File: src/hdl/scan_priority_queue_core_defines.svh
// assertion macros for the scan priority queue
`ifndef SCAN_PRIORITY_QUEUE_CORE_DEFINES_SVH
`define SCAN_PRIORITY_QUEUE_CORE_DEFINES_SVH
`ifndef SYNTH
// same-cycle implication
`define SPQ_ASSERT_IMP(lbl, ante, cons) \
   lbl: assert property (@(posedge clock) disable iff (reset) (ante) |-> (cons)) \
      else $error("spq check failed");
// next-cycle implication
`define SPQ_ASSERT_NXT(lbl, ante, cons) \
   lbl: assert property (@(posedge clock) disable iff (reset) (ante) |=> (cons)) \
      else $error("spq check failed");
`else
`define SPQ_ASSERT_IMP(lbl, ante, cons)
`define SPQ_ASSERT_NXT(lbl, ante, cons)
`endif
`endif

File: src/hdl/spq_pkg.sv
package spq_pkg;

   // default queue depth
   localparam int SPQ_CAPACITY = 16;

   // fixed field widths
   localparam int SPQ_VALUE_W = 32;
   localparam int SPQ_MODE_W  = 2;
   localparam int SPQ_STAT_W  = 2;
   localparam int SPQ_OCC_W   = 11;

   // operation codes
   localparam logic [SPQ_MODE_W-1:0] OP_PUSH = 2'd0;
   localparam logic [SPQ_MODE_W-1:0] OP_POP  = 2'd1;
   localparam logic [SPQ_MODE_W-1:0] OP_PEEK = 2'd2;

   // status codes
   localparam logic [SPQ_STAT_W-1:0] ST_DONE  = 2'd0;
   localparam logic [SPQ_STAT_W-1:0] ST_FULL  = 2'd1;
   localparam logic [SPQ_STAT_W-1:0] ST_EMPTY = 2'd2;

   // controls broadcast to every cell
   typedef struct packed {
      logic push_en;
      logic shift_en;
      logic min_mode;
   } spq_ctrl_type;

   // running best candidate handed along the chain
   typedef struct packed {
      logic                          live;
      logic signed [SPQ_VALUE_W-1:0] value;
   } spq_cand_type;

   // strict win of a candidate over the current best
   function automatic logic spq_beats(input logic signed [SPQ_VALUE_W-1:0] cand,
                                      input logic signed [SPQ_VALUE_W-1:0] best,
                                      input logic min_mode);
      logic res;
      if (min_mode) begin
         res = cand < best;
      end else begin
         res = cand > best;
      end
      return res;
   endfunction

endpackage

File: src/hdl/spq_cell.sv
module spq_cell
   import spq_pkg::*;
#(
   parameter int CAPACITY = SPQ_CAPACITY,
   parameter int INDEX    = 0,
   localparam int IDX_W   = $clog2(CAPACITY)
) (
   input  logic                          clock,
   input  logic                          reset,
   input  spq_ctrl_type                  ctrl,
   input  logic [IDX_W-1:0]              push_idx,
   input  logic [IDX_W-1:0]              remove_idx,
   input  logic signed [SPQ_VALUE_W-1:0] push_value,
   input  logic signed [SPQ_VALUE_W-1:0] next_value,
   input  logic                          next_occ,
   output logic signed [SPQ_VALUE_W-1:0] value,
   output logic                          occ,
   input  spq_cand_type                  cand_in,
   input  logic [IDX_W-1:0]              cand_idx_in,
   output spq_cand_type                  cand_out,
   output logic [IDX_W-1:0]              cand_idx_out
);

   localparam logic [IDX_W-1:0] MY_IDX = IDX_W'(INDEX);

   logic signed [SPQ_VALUE_W-1:0] value_ff;
   logic                          occ_ff;
   spq_cand_type                  cand_ff;
   spq_cand_type                  cand_next_in;
   logic [IDX_W-1:0]              cand_idx_ff;
   logic [IDX_W-1:0]              cand_idx_next_in;
   logic                          own_wins;
   logic                          load_push;
   logic                          load_shift;

   // slot writes: append at the fill point, close the gap on removal
   assign load_push  = ctrl.push_en && (push_idx == MY_IDX);
   assign load_shift = ctrl.shift_en && (MY_IDX >= remove_idx);

   // this slot, if occupied, takes over as best when no live candidate arrives or on a strict win
   assign own_wins = occ_ff && (!cand_in.live || spq_beats(value_ff, cand_in.value,
                                                           ctrl.min_mode));

   always_comb begin
      if (own_wins) begin
         cand_next_in.live  = 1'b1;
         cand_next_in.value = value_ff;
         cand_idx_next_in   = MY_IDX;
      end else begin
         cand_next_in       = cand_in;
         cand_idx_next_in   = cand_idx_in;
      end
   end

   // occupancy and candidate hand-on
   always_ff @(posedge clock) begin
      if (reset) begin
         occ_ff       <= 1'b0;
         cand_ff.live <= 1'b0;
      end else begin
         if (load_push) begin
            occ_ff <= 1'b1;
         end else if (load_shift) begin
            occ_ff <= next_occ;
         end
         cand_ff.live <= cand_next_in.live;
      end
      cand_ff.value <= cand_next_in.value;
      cand_idx_ff   <= cand_idx_next_in;
   end

   // stored value
   always_ff @(posedge clock) begin
      if (load_push) begin
         value_ff <= push_value;
      end else if (load_shift) begin
         value_ff <= next_value;
      end
   end

   assign value        = value_ff;
   assign occ          = occ_ff;
   assign cand_out     = cand_ff;
   assign cand_idx_out = cand_idx_ff;

endmodule

File: src/hdl/scan_priority_queue_core.sv
// scan priority queue: row of CAPACITY cells in arrival order
// push, refused push, empty pop/peek, unused codes: result the next cycle, one per cycle
// pop and peek: result set by the best-so-far candidate walking one cell per cycle down
//   the row; busy high meanwhile, so no new request is taken until the result
// results are single-cycle strobes and cannot be stalled
// synchronous reset empties the queue and selects max-first order
`include "scan_priority_queue_core_defines.svh"
module scan_priority_queue_core
   import spq_pkg::*;
#(
   parameter int CAPACITY = SPQ_CAPACITY
) (
   input  logic                          clock,
   input  logic                          reset,
   input  logic                          start,
   output logic                          busy,
   input  logic [SPQ_MODE_W-1:0]         req_mode,
   input  logic signed [SPQ_VALUE_W-1:0] req_value,
   output logic                          rsp_strobe,
   output logic signed [SPQ_VALUE_W-1:0] rsp_result_value,
   output logic [SPQ_STAT_W-1:0]         rsp_status,
   output logic [SPQ_OCC_W-1:0]          rsp_occupancy,
   input  logic                          csr_valid,
   output logic                          csr_ready,
   input  logic                          csr_data
);

   localparam int IDX_W = $clog2(CAPACITY);
   localparam int CNT_W = $clog2(CAPACITY + 1);
   localparam logic [CNT_W-1:0] FULL_CNT = CNT_W'(CAPACITY);
   localparam logic [IDX_W-1:0] LAST_IDX = IDX_W'(CAPACITY - 1);

   typedef enum logic {
      S_IDLE,
      S_SCAN
   } state_type;

   state_type                     state_ff;
   logic [IDX_W-1:0]              step_ff;
   logic [CNT_W-1:0]              count_ff;
   logic                          order_mode_ff;
   logic                          pop_ff;
   logic                          rsp_strobe_ff;
   logic signed [SPQ_VALUE_W-1:0] rsp_value_ff;
   logic [SPQ_STAT_W-1:0]         rsp_status_ff;
   logic [CNT_W-1:0]              rsp_count_ff;

   logic                          accept;
   logic                          scan_done;
   spq_ctrl_type                  ctrl;
   logic [IDX_W-1:0]              remove_idx;

   logic signed [SPQ_VALUE_W-1:0] value_w [CAPACITY];
   logic                          occ_w   [CAPACITY];
   spq_cand_type                  cand_w  [CAPACITY];
   logic [IDX_W-1:0]              cidx_w  [CAPACITY];

   assign accept    = start && (state_ff == S_IDLE);
   assign busy      = (state_ff != S_IDLE);
   assign csr_ready = 1'b1;
   assign scan_done = (state_ff == S_SCAN) && (step_ff == LAST_IDX);

   // cell controls
   assign remove_idx    = cidx_w[CAPACITY-1];
   assign ctrl.push_en  = accept && (req_mode == OP_PUSH) && (count_ff != FULL_CNT);
   assign ctrl.shift_en = scan_done && pop_ff;
   assign ctrl.min_mode = order_mode_ff;

   // row of cells
   for (genvar k = 0; k < CAPACITY; k++) begin : g_cell
      spq_cand_type                  cin;
      logic [IDX_W-1:0]              cidx_in;
      logic signed [SPQ_VALUE_W-1:0] nval;
      logic                          nocc;

      if (k == 0) begin : g_first
         assign cin.live  = 1'b0;
         assign cin.value = '0;
         assign cidx_in   = '0;
      end else begin : g_rest
         assign cin     = cand_w[k-1];
         assign cidx_in = cidx_w[k-1];
      end

      if (k == CAPACITY - 1) begin : g_last
         assign nval = '0;
         assign nocc = 1'b0;
      end else begin : g_mid
         assign nval = value_w[k+1];
         assign nocc = occ_w[k+1];
      end

      spq_cell #(
         .CAPACITY(CAPACITY),
         .INDEX   (k)
      ) u_cell (
         .clock       (clock),
         .reset       (reset),
         .ctrl        (ctrl),
         .push_idx    (count_ff[IDX_W-1:0]),
         .remove_idx  (remove_idx),
         .push_value  (req_value),
         .next_value  (nval),
         .next_occ    (nocc),
         .value       (value_w[k]),
         .occ         (occ_w[k]),
         .cand_in     (cin),
         .cand_idx_in (cidx_in),
         .cand_out    (cand_w[k]),
         .cand_idx_out(cidx_w[k])
      );
   end

   // sequencer with registered result beat
   always_ff @(posedge clock) begin
      if (reset) begin
         state_ff      <= S_IDLE;
         step_ff       <= '0;
         count_ff      <= '0;
         order_mode_ff <= 1'b0;
         pop_ff        <= 1'b0;
         rsp_strobe_ff <= 1'b0;
         rsp_value_ff  <= '0;
         rsp_status_ff <= ST_DONE;
         rsp_count_ff  <= '0;
      end else begin
         rsp_strobe_ff <= 1'b0;
         if (csr_valid && csr_ready) begin
            order_mode_ff <= csr_data;
         end
         case (state_ff)
            S_IDLE: begin
               if (accept) begin
                  rsp_value_ff  <= '0;
                  rsp_status_ff <= ST_DONE;
                  rsp_count_ff  <= count_ff;
                  step_ff       <= '0;
                  pop_ff        <= (req_mode == OP_POP);
                  case (req_mode)
                     OP_PUSH: begin
                        rsp_strobe_ff <= 1'b1;
                        if (count_ff == FULL_CNT) begin
                           rsp_status_ff <= ST_FULL;
                        end else begin
                           count_ff     <= count_ff + 1'b1;
                           rsp_count_ff <= count_ff + 1'b1;
                        end
                     end
                     OP_POP, OP_PEEK: begin
                        if (count_ff == '0) begin
                           rsp_strobe_ff <= 1'b1;
                           rsp_status_ff <= ST_EMPTY;
                        end else begin
                           state_ff <= S_SCAN;
                        end
                     end
                     default: begin
                        rsp_strobe_ff <= 1'b1;
                     end
                  endcase
               end
            end
            S_SCAN: begin
               step_ff <= step_ff + 1'b1;
               if (scan_done) begin
                  state_ff      <= S_IDLE;
                  rsp_strobe_ff <= 1'b1;
                  rsp_value_ff  <= cand_w[CAPACITY-1].value;
                  if (pop_ff) begin
                     count_ff     <= count_ff - 1'b1;
                     rsp_count_ff <= count_ff - 1'b1;
                  end else begin
                     rsp_count_ff <= count_ff;
                  end
               end
            end
            default: begin
               state_ff <= S_IDLE;
            end
         endcase
      end
   end

   assign rsp_strobe       = rsp_strobe_ff;
   assign rsp_result_value = rsp_value_ff;
   assign rsp_status       = rsp_status_ff;
   assign rsp_occupancy    = SPQ_OCC_W'(rsp_count_ff);

   // checks
   `SPQ_ASSERT_IMP(a_count_bound, 1'b1, count_ff <= FULL_CNT)
   `SPQ_ASSERT_NXT(a_scan_answers, scan_done, rsp_strobe && !busy)
   `SPQ_ASSERT_IMP(a_scan_found, scan_done, cand_w[CAPACITY-1].live)
   `SPQ_ASSERT_IMP(a_empty_occ, rsp_strobe && (rsp_status == ST_EMPTY), rsp_occupancy == '0)

endmodule
File: config.mk
export PLATFORM = sky130hd
export DESIGN_NAME = scan_priority_queue_core
export DESIGN_NICKNAME = d
export VERILOG_FILES = /design/src/hdl/spq_pkg.sv /design/src/hdl/spq_cell.sv /design/src/hdl/scan_priority_queue_core.sv
export VERILOG_INCLUDE_DIRS = /design/src /design/src/hdl
export SDC_FILE = /design/constraint.sdc
export NUM_CORES = 2
export LEC_CHECK = 0
export ABC_AREA = 1
export BUFFER_PORTS_ARGS = -buffer_cell sky130_fd_sc_hd__buf_4
export CAP_MARGIN = 20
export CORE_ASPECT_RATIO = 0.9
export CORE_MARGIN = 5
export CORE_UTILIZATION = 38
export CTS_BUF_LIST = sky130_fd_sc_hd__clkbuf_2 sky130_fd_sc_hd__clkbuf_4 sky130_fd_sc_hd__clkbuf_8
export CTS_CLUSTER_SIZE = 24
export DETAILED_ROUTE_END_ITERATION = 16
export GPL_TIMING_DRIVEN = 1
export HOLD_SLACK_MARGIN = 0.15
export PLACE_DENSITY_LB_ADDON = 0.25
export SETUP_SLACK_MARGIN = 0.05
export SKIP_LAST_GASP = 1
export SYNTH_ARGS = -nofsm -noshare
export SYNTH_HDL_FRONTEND = slang
export SYNTH_HIERARCHICAL = 1
export SYNTH_SLANG_ARGS = --single-unit
export TNS_END_PERCENT = 10
File: constraint.sdc
create_clock -name clock -period 11.9 [get_ports clock]
set_input_delay 2.38 -clock clock [delete_from_list [all_inputs] [get_ports clock]]
set_output_delay 2.38 -clock clock [all_outputs]
set_load 0.02 [all_outputs]
Word level (Yosys, flattened, before mapping)
Index checks and enable logic that the tools add are counted.

Register bits after elaboration: 1151. Bits of input ports: 39. Output and inout port bits: 48. Logic and storage cells: 386.

$add $sub $neg: 3. Magnitude comparators: 46. Equal/unequal tests: 25. Muxes and demuxes: 120. Bitwise operators: 1. Reduce and logical (&&, ||, !) cells: 105.

Operators with widths (count): 2-to-1 mux 32 bit (35); 2-to-1 mux 33 bit (15); > comparator 32 bit (15); < comparator 32 bit (15); one-hot mux 32 bit (2 select lines) (1); 2-to-1 mux 1 bit (57); logical AND 1 bit (52); equality test 4 bit (second input constant) (9); greater-or-equal comparator 4 bit (first input constant) (8); nonzero test 2 bit (16); 2-to-1 mux 5 bit (5); equality test 4 x 3 -> 1 bit (second input constant) (4); greater-or-equal comparator 3 x 4 -> 1 bit (first input constant) (4); zero test 1 bit (15); logical OR 1 bit (15); one-hot mux 5 bit (2 select lines) (1); equality test 4 x 2 -> 1 bit (second input constant) (2); greater-or-equal comparator 1 x 4 -> 1 bit (first input constant) (2); greater-or-equal comparator 2 x 4 -> 1 bit (first input constant) (2); one-hot mux 4 bit (2 select lines) (1); inequality test 3 bit (second input constant) (2); adder 5 x 1 -> 5 bit (second input constant) (1); equality test 5 bit (second input constant) (1); zero test 5 bit (1); 19 further kinds (21).

Logic depth before layout (Yosys ltp)
Word-level depth: 6. Gate-level depth with buffers: 21. Gate-level depth less buffers: 20.

By module
Netlist, hierarchy kept.

By module, submodules not included: spq_cell (g_cell[1].u_cell ...) (times used 2, cells each 454, area each 3594.7 um^2, sequential area each 1721.7 um^2); spq_cell (g_cell[10].u_cell) (times used 1, cells each 451, area each 3801.1 um^2, sequential area each 1721.7 um^2); spq_cell (g_cell[4].u_cell) (times used 1, cells each 448, area each 3777.4 um^2, sequential area each 1721.7 um^2); spq_cell (g_cell[8].u_cell) (times used 1, cells each 447, area each 3774.9 um^2, sequential area each 1721.7 um^2); spq_cell (g_cell[3].u_cell) (times used 1, cells each 379, area each 3754.9 um^2, sequential area each 1721.7 um^2); spq_cell (g_cell[7].u_cell) (times used 1, cells each 449, area each 3733.6 um^2, sequential area each 1721.7 um^2); spq_cell (g_cell[11].u_cell) (times used 1, cells each 448, area each 3729.8 um^2, sequential area each 1721.7 um^2); spq_cell (g_cell[14].u_cell) (times used 1, cells each 447, area each 3729.8 um^2, sequential area each 1721.7 um^2); spq_cell (g_cell[12].u_cell) (times used 1, cells each 450, area each 3703.6 um^2, sequential area each 1721.7 um^2); spq_cell (g_cell[5].u_cell) (times used 1, cells each 383, area each 3698.5 um^2, sequential area each 1721.7 um^2); spq_cell (g_cell[13].u_cell) (times used 1, cells each 448, area each 3669.8 um^2, sequential area each 1721.7 um^2); spq_cell (g_cell[15].u_cell) (times used 1, cells each 382, area each 3667.3 um^2, sequential area each 1721.7 um^2); spq_cell (g_cell[9].u_cell) (times used 1, cells each 453, area each 3663.5 um^2, sequential area each 1721.7 um^2); spq_cell (g_cell[6].u_cell) (times used 1, cells each 451, area each 3652.3 um^2, sequential area each 1721.7 um^2); +2 rows.

Least setup slack after synthesis
No wires, ideal clock.

Kind: in2reg. Start point: input port req_mode[1]. End point: register g_cell[15].u_cell.value_ff[0], enable pin. Setup time: 0.466 ns. Arrival time: 5.492 ns. Required time: 11.434 ns. Slack: 5.943 ns. Stages: 8. Buffers on the path: 0. Path through: inv_1 > ha_1 > inv_1 > nor2_4 > nand2_2 > inv_1 > nand3_1 > o21ai_0.

RTL lines: from (decl) (line scan_priority_queue_core.sv:17) `input logic [SPQ_MODE_W-1:0] req_mode,`; to (signal assigned) (line spq_cell.sv:75) `value_ff <= push_value;`; to (signal assigned) (line spq_cell.sv:77) `value_ff <= next_value;`; to (decl) (line spq_cell.sv:26) `logic signed [SPQ_VALUE_W-1:0] value_ff;`.

==> summary.txt <==
Detailed routing
  – TritonRoute pass-1 iters: 6
  – Iteration-0 DRC Markers: 4351
  – Vias: 47300
  – Met3 routed WL: 14800 um
  – # DRC: 0
  – Wire length per cell: ~18 um
  – Met2 wire len: around 67000 um
  – Top routing layer used: met4
  – Drt total wl: roughly 170000 um
  – Final ANT Viol Nets: 0
  – Post-DR vias/cell: between 4 and 5
  – M1 wire length: 89300 um

STA
  – Slew HR: between 20% and 30%
  – Final Hold Vio Count: 0
  – Final Critical Period: 5.18 ns
  – Setup TNS: 0 ns
  – Final setup vio count: 0
  – Clock skew: roughly 0.063 ns
  – Final slew viol count: 0
  – Worst-margin pin slew: 1.07 ns
  – Fmax: 0.193 GHz
  – WHS: ~0.4 ns
  – RSZ-0062 raised after global routing: no
  – Crit share post-route: a little over two fifths

Place
  – Area post-placement: 63500 sq um
  – Post-DP HPWL: 122000 um
  – RePlAce Congestion: around 0.83
  – Port Buf Inserts: 79
  – Post-Place Cells: roughly 9300

GRT
  – Vias in the first global route: approximately 44000
  – Initial antenna violation count: 8
  – Wire length of the first global-routing pass: approximately 260000 um
  – Total gr overflow: 0
  – Pin count of the biggest net entering global routing: between 40 and 50
  – GRT Util Overall: around a fifth

Clocking
  – Max Root-Sink Buffers: 3
  – Root Driver: clkbuf_8
  – CTS buffer count: around 190
  – Resized Gates After CTS: 0
  – Later-pin clock latency in the skew report: between 0.9 and 1 ns
  – Worst-path clk slew: approximately 0.06 ns
  – Clk sinks: roughly 1200
  – Setup bufs post-CTS: 0
  – H-tree lvl count: 4
  – CTS tree: yes
  – Cts hold-fix bufs: 0

Cells and area
  – Register cell area after layout: about 28000 sq um
  – NumNets Final: between 7000 and 8000
  – Filler cell count: roughly 16000
  – Most frequent cells in the layout: nand2_1 (2541), inv_1 (749), dfxtp_1 (653)
  – Final instance area: ~68000 sq um
  – Finished Layout Cells: between 9000 and 10000
  – Layout cells sized above 1: ~16%
  – Synth-to-Final Area Change: 10.5%
  – Leading cell type in the layout, fill and taps excluded: nand2_1
  – Multi-input gate area: between 20000 and 30000 sq um

Setup path
  – CP required: approximately 13 ns
  – Data arrival, critical path: about 6 ns
  – Reg2Reg Capture Point: g_cell[0].u_cell/occ
  – Endpoint type of the worst setup path: register
  – R2R setup slack: roughly 7.8 ns
  – Kind of critical path: in2reg
  – Startpoint Class: primary input
  – Worst r2r path cells: 12
  – Worst-path fanout max: 34
  – R2r startpoint: busy

Yosys
  – Instance count of the mapped netlist: 7262
  – Post-synthesis area per instance: between 8 and 9 sq um
  – Synthesized cell area: approximately 60000 sq um
  – Synth warn: 6

Power and ir drop
  – Flop pwr share: 49.4%
  – Switching share of power: between 20% and 30%
  – Clock Power Share: 43.1%
  – Power Density: between 100 and 150 nW/um^2
  – Int Power: approximately 6700 uW
  – Combinational share of power: under 10%
  – Sw power: 2250 uW
  – Worst VDD drop: between 0.0001 and 0.00015 V
  – LEAKAGE: 0.0328 uW

Hold path
  – Hold_sp: g_cell[0].u_cell/cand_idx_out[2]
  – Min-Delay Path Class: reg2reg
  – Hold Path Sink: g_cell[1].u_cell/cand_idx_out[2]
  – Worst hold stages: 2

Die
  – Die Wd: roughly 430 um
  – Boundary Pins: 87
  – Die Ht: between 300 and 400 um
  – Die area: approximately 170000 sq um
  – Core Region: roughly 160000 sq um
  – Row count: roughly 140
  – Initial core utilization: 38.3%

Run status
  – Outcome: complete, no violations

Run
  – Max-cap violation count: 0
area by class of cell:
type / count / area share [%]
tap: 2115 / 3.91
clock inverter: 61 / 0.918
timing repair buffer: 137 / 1.68
inverter: 772 / 4.29
sequential: 1166 / 42.0
multi-input combinational: 5157 / 41.8
clock buffer: 294 / 5.33
antenna: 4 / 0.0148
power groups by stage:
stage	logic (uW)	clock network (uW)	registers [uW]
2_1_floorplan	440	0	4450
3_3_place_gp	629	0	4500
3_5_place_dp	657	0	4490
4_1_cts	662	3950	4410
5_1_grt	760	4120	4420
6_report	672	3850	4410
metal layers:
layer	vias to the layer above	track usage, %
li1	23500	-
met3	208	3.60
met5	-	0
met2	1608	26.8
met4	0	5.83
met1	22000	32.5
worst max-delay path, stage by stage:
cell	delay, ns
buf_4	0.11
inv_1	0.07
ha_1	0.14
inv_1	0.06
nor2_4	0.12
nand2_2	0.10
inv_1	0.61
and3_1	0.26
buf_4	0.32
clkinv_1	0.80
nand2_1	0.28
buf_4	0.42
o21ai_0	0.17
a21oi_1	0.16
stage by stage:
step / total power, uW / setup WS, ns / util, %
floorplan: 4890 / 5.94 / -
global placement: 5120 / 5.85 / 39.6
detailed placement: 5150 / 5.77 / 39.7
CTS: 9020 / 6.79 / 42.3
global route: 9300 / 6.40 / 42.3
finish: 8940 / 6.72 / 42.3
flip-flops by register name, summed over array words and instances (netlist names):
register / cells
rsp_result_value: 32
g_cell.u_cell/cand_out: 527
g_cell.u_cell/cand_idx_out: 64
g_cell.u_cell/occ: 16
rsp_status: 2
rsp_strobe: 1
pop_ff: 1
rsp_count_ff: 5
busy: 1
step_ff: 4
g_cell.u_cell/value: 512
order_mode_ff: 1
worst max-delay path by stage:
stage                 from                          to  slack [ns]  depth (start not counted)
6_report       req_mode[1]        g_cell[0].u_cell/occ        6.72                         14
5_1_grt        req_mode[1]        g_cell[0].u_cell/occ        6.40                         14
4_1_cts        req_mode[1]        g_cell[0].u_cell/occ        6.79                         14
3_5_place_dp   req_mode[1]        g_cell[0].u_cell/occ        5.77                         14
3_3_place_gp   req_mode[1]        g_cell[0].u_cell/occ        5.85                         14
2_1_floorplan  req_mode[1]  g_cell[15].u_cell/value[0]        5.94                          8
(Power assumes the default switching activity.)
